`config.mk`:
```
export PLATFORM = sky130hd
export DESIGN_NAME = lmsd_queue
export DESIGN_NICKNAME = d
export VERILOG_FILES = /design/src/rtl/lmsd_pkg.sv /design/src/rtl/lmsd_queue.sv
export SDC_FILE = /design/constraint.sdc
export NUM_CORES = 1
export LEC_CHECK = 0
export BUFFER_PORTS_ARGS = -buffer_cell sky130_fd_sc_hd__buf_2
export CORE_ASPECT_RATIO = 1.4
export CORE_MARGIN = 1.5
export CORE_UTILIZATION = 50
export DETAILED_ROUTE_END_ITERATION = 10
export PLACE_DENSITY = 0.8
export SLEW_MARGIN = 30
export SYNTH_ARGS = -nofsm -noshare
export SYNTH_HDL_FRONTEND = slang
export SYNTH_SLANG_ARGS = --single-unit
export TNS_END_PERCENT = 10
```
`constraint.sdc`:
```
create_clock -name clk -period 2.3 [get_ports clk]
set_input_delay 0.46 -clock clk [delete_from_list [all_inputs] [get_ports clk]]
set_output_delay 0.46 -clock clk [all_outputs]
set_load 0.02 [all_outputs]
```
`src/rtl/lmsd_pkg.sv`:
```
// Package with the shared types and constants of the LED matrix scan driver.
`default_nettype none

package lmsd_pkg;

  localparam int QUEUE_DEPTH = 2;
  localparam int QUEUE_AW    = $clog2(QUEUE_DEPTH);

  localparam logic [2:0] SUBFRAME_LAST = 3'd6;

  typedef enum logic {
    OP_WRITE,
    OP_TICK
  } op_t;

  typedef enum logic [1:0] {
    ST_CLEAR,
    ST_IDLE,
    ST_SCAN
  } back_state_t;

  typedef struct packed {
    logic       kind;
    logic [5:0] pixel_row;
    logic [5:0] pixel_column;
    logic [7:0] pixel_value;
  } cmd_t;

  typedef struct packed {
    logic       red_top;
    logic       green_top;
    logic       blue_top;
    logic       red_bottom;
    logic       green_bottom;
    logic       blue_bottom;
    logic [5:0] out_column;
    logic [4:0] row_address;
    logic       last_column;
  } result_t;

  typedef struct packed {
    op_t        op;
    logic       bottom;
    logic [5:0] row;
    logic [5:0] column;
    logic [7:0] value;
  } entry_t;

endpackage

`default_nettype wire

```
`src/rtl/lmsd_queue.sv`:
```
// Short command queue between the front end and the scan engine.
`default_nettype none

module lmsd_queue
  import lmsd_pkg::*;
(
  input  wire logic   clk,
  input  wire logic   rst,
  input  wire logic   push,
  input  wire entry_t push_entry,
  input  wire logic   pop,
  output entry_t      head,
  output logic        full,
  output logic        empty
);

  entry_t              slots [QUEUE_DEPTH];
  logic [QUEUE_AW-1:0] wr_ptr;
  logic [QUEUE_AW-1:0] rd_ptr;
  logic [QUEUE_AW:0]   count;

  always_comb begin
    full  = count == (QUEUE_AW + 1)'(QUEUE_DEPTH);
    empty = count == '0;
    head  = slots[rd_ptr];
  end

  always_ff @(posedge clk) begin
    if (rst) begin
      wr_ptr <= '0;
      rd_ptr <= '0;
      count  <= '0;
    end else begin
      if (push) begin
        wr_ptr <= wr_ptr + 1'b1;
      end
      if (pop) begin
        rd_ptr <= rd_ptr + 1'b1;
      end
      if (push && !pop) begin
        count <= count + 1'b1;
      end else if (pop && !push) begin
        count <= count - 1'b1;
      end
    end
  end

  always_ff @(posedge clk) begin
    if (push) begin
      slots[wr_ptr] <= push_entry;
    end
  end

`ifndef SYNTHESIS
  a_no_push_when_full: assert property (@(posedge clk) disable iff (rst)
    push |-> !full) else $error("transfer pushed into a full queue");

  a_no_pop_when_empty: assert property (@(posedge clk) disable iff (rst)
    pop |-> !empty) else $error("pop from an empty queue");

  a_count_bounded: assert property (@(posedge clk) disable iff (rst)
    count <= (QUEUE_AW + 1)'(QUEUE_DEPTH)) else $error("queue count out of range");
`endif

endmodule

`default_nettype wire

```
# Word level (Yosys, flattened, before mapping)
# Memory sizes are Yosys's and may differ from the RTL's. A register that Yosys moved wholly into a read port is not among the register bits.
# Index checks and enable logic that the tools add are counted.
# W data, S select, Z words.
# totals
output_inout_bits	24
ramBits	44
wordCells	21
mem_count	1
regBits	4
# classes
muxes	6
add_sub_neg	4
eq_ne	1
reduce_logical	6
# mem_list
memory	depth	width	read_ports	rd_clocked_by_memory_dff	write_ports	line_no	text
slots	2	22	1	1	1	lmsd_queue.sv:17	entry_t slots [QUEUE_DEPTH];
# ops
operator	count
$mux W1	4
$mux W2	2
$add A1 B1 Y1 const B	2
$add A2 B1 Y2 const B	1
$eq A2 B2 Y1 const B	1
$logic_and A1 B1 Y1	2
$logic_not A1 Y1	2
$logic_not A2 Y1	1
$reduce_bool A2 Y1	1
$sub A2 B1 Y2 const B	1

# Logic depth before layout (Yosys ltp)
# depth
ltp_word	4
ltp_mapped	5
ltp_nobuf	5

# Worst setup path before layout
# OpenSTA, ideal clock, no wires.
# synth_timing
path_type	in2reg
startpoint	in push
endpoint	mem slots[0][0] in the netlist's numbering (enable)
n_path_buf	0
arrival_time_ps	1480
setup_ps	403
required_ps	1897
slack_ps	416
path_stages	1
path_cell_list	nor2b_1
# synth_between
elab_chain_len	2
# synth_lines
element	line_no	text
from (decl)	lmsd_queue.sv:9	input wire logic push,
$mux W1	lmsd_queue.sv:49	if (push) begin
$mux W1 (not written as such)	lmsd_queue.sv:50	slots[wr_ptr] <= push_entry;
to (decl)	lmsd_queue.sv:17	
# Every way passes these cells.

==> results.md <==
- Die Y: 73.7 um
- Ys async rst share: 0%
- Max-slew violations: 0
- N_diodes: 0
- Worst slew pin tran: 0.252 ns
- RSZ-0062 raised after global routing: false
- Fillers: 240
- CTS Sinks: 49
- CTS tree: done
- FP Rows: 25
- CTS buffer count: 5
- Maximum VDD drop: 0.000654 V
- Total gr overflow: 0
- Gpl congestion: 0.641
- Yosys cell types: 15
- Worst-skew pair later-pin latency: 0.30 ns
- Crit path time final: 2.03 ns
- Netlist Area Pre-Place: 1790 um2
- P_leak: 0.855 nW
- Worst Path Arrival: 1.57 ns
- Die W: 53.5 um
- Layout cell share with drive strength beyond 1: 56.1%
- Post-DP Area: 2100 um2
- Clock transition at path regs: 0.08 ns
- Status: finished clean
- Worst hold path class: input port to flop
- Tot GR Track Use: 15.4%
- Final antenna-violating net count: 0
- Port Buf Inserts: 49
- Max-Cap Viols: 0
- Post-synth EDFFs: 44
- Mean Syn Cell Area: 19.9 um2
- Max_slew headroom: 83.1%
- First-pass GRT wire length: 4020 um
- Required time of the critical path: 1.84 ns
- Total power: 1.90 mW
- Crit Path Class: flop to output pin
- CTS H-tree lvls: 2
- Top cells by count, synth: edfxtp_1, mux2_2, dfxtp_1, nor2_1
- # setup viols final: 0
- Worst Path Max Fanout: 18
- Initial Util: 52.4%
- Largest net degree at the start of global routing: 19
- Post-synthesis sequential area ratio: 79.6%
- Final worst path period share: 88.5%
- Fin. Hold Viols: 0
- Router iterations before antenna repair: 4
- Initial DRC Count: 19
- Sw frac: 22.6%
- Setup TNS: 0 ns
- Final Worst Setup Slack: 0.265 ns
- Wirelength per Cell: 14.2 um
- Vias in the first global route: 932
- Setup Fix Bufs, Post-CTS: 0
- Post-synthesis cell count: 90
- Critical path startpoint category: flop
- Nets: 174
- Aggregate routed wire length: 2670 um
- Synth top area share: 73.9%
- Vias: 930
- Synth-to-Final Area Change: 23.6%
- Final HPWL DP: 1950 um
- Clock power frac: 30.9%
- Post-Syn Nets: 117
- Total net switching power: 0.429 mW
- Resized cells post-CTS: 0
- CTS root buf: clkbuf_8
- Primary FF master, synth: edfxtp_1
- Most common cell in the synthesized netlist: edfxtp_1
- Number of top-level pins: 50
- Core box area: 3410 um2
- DRC errors left: 0
- Initial antenna violation count: 0
- Finished Core Util: 64.8%
- Via/cell ratio: 4.95
- Post-cts hold buffer count: 0
- Worst slack, placed: 0.572 ns
- Die ar.: 3950 um2
- Number of synthesis warnings: 0
- Reg power frac: 55.5%
- Fin area: 2210 um2
- Fmax achieved: 0.491 GHz
- Internal: 1.47 mW
- Clock skew: 0.0101 ns
- #FFs+latches synth: 49
- Largest cells by area after synthesis: edfxtp_1, mux2_2, dfxtp_1
- CTS Buffer Depth: 2
- Yosys top cell by area: edfxtp_1
- CP endpoint kind: output pin
- Power Dens Cells: 860 nW/um2
- Combinational share of power: 13.6%
sequential cells by signal (all words and copies together) (netlist names), named ones only:
register and cells:
rd_ptr 1, count 2, slots 44, wr_ptr 1
final timing paths:
path	from	slack (ns)	to	cells after the start
min reg2reg	rd_ptr	0.53	flop	2
max reg2reg	wr_ptr	1.04	slots[1][8]	2
max	flop	0.27	head[0]	3
min	push_entry[16]	0.34	slots[0][16]	1
cells by family after synthesis:
logic type	Yosys count	share of synthesized area, %
AND/OR/NAND/NOR	9	2.59
adder cells (fa/ha/maj)	1	0.700
AO/OA/AOI/OAI	2	0.560
XOR/XNOR	4	1.96
buffers and inverters	3	0.770
multiplexers	22	13.9
flip-flops	49	79.6
metrics by stage:
stage | cells | hold WS, ns
6_report | 188 | 0.344
5_1_grt | 188 | 0.323
4_1_cts | 188 | 0.330
3_5_place_dp | 180 | 0.513
3_3_place_gp | 180 | 0.476
2_1_floorplan | 90 | 0.461
worst max-delay path, stage by stage, from the launching register on:
cell,delay (ns)
dfxtp_1,0.44
buf_4,0.30
mux2_2,0.38
buf_2,0.16
power by group through the flow:
stage	clock, mW	combinational, mW	sequential (mW)
floorplan	0	0.170	1.07
global placement	0	0.256	1.07
detailed placement	0	0.263	1.07
CTS	0.605	0.264	1.05
global route	0.632	0.279	1.06
finish	0.586	0.259	1.05
layer usage:
metal  global-route usage, %  share of wire [%]  vias to the layer above
met5                       0                  0                        -
met4                    9.40                2.4                        0
met3                    5.89                6.3                        5
met2                    26.2                 52                       34
met1                    15.3                 39                      436
li1                        -                  -                      455
final cells by class:
cell class,instances,area [um2],area share (%)
Tap cell,40,50.0,2.27
Timing Repair Buffer,52,268,12.1
Clock buffer,6,72.6,3.29
Multi-Input combinational cell,38,354,16.0
Inverter,1,3.75,0.170
Clock inverter,2,38.8,1.76
Sequential cell,49,1420,64.4
cells in the final DEF, fill, tap and decap left out:
cell | synthesis | final
bufinv_16 | 0 | 1
clkbuf_8 | 0 | 5
o21ai_0 | 1 | 1
buf_2 | 2 | 49
nor2b_2 | 0 | 1
a21oi_1 | 1 | 1
inv_1 | 1 | 1
mux2_2 | 22 | 22
edfxtp_1 | 44 | 44
and2_1 | 1 | 1
nor2_1 | 5 | 5
buf_4 | 0 | 3
and2b_2 | 1 | 1
xor2_1 | 2 | 2
ha_1 | 1 | 1
dfxtp_1 | 5 | 5
clkbuf_1 | 0 | 1
clkinv_4 | 0 | 1
or3_1 | 1 | 1
xnor2_1 | 2 | 2
Power figures use the tool's default switching activity.
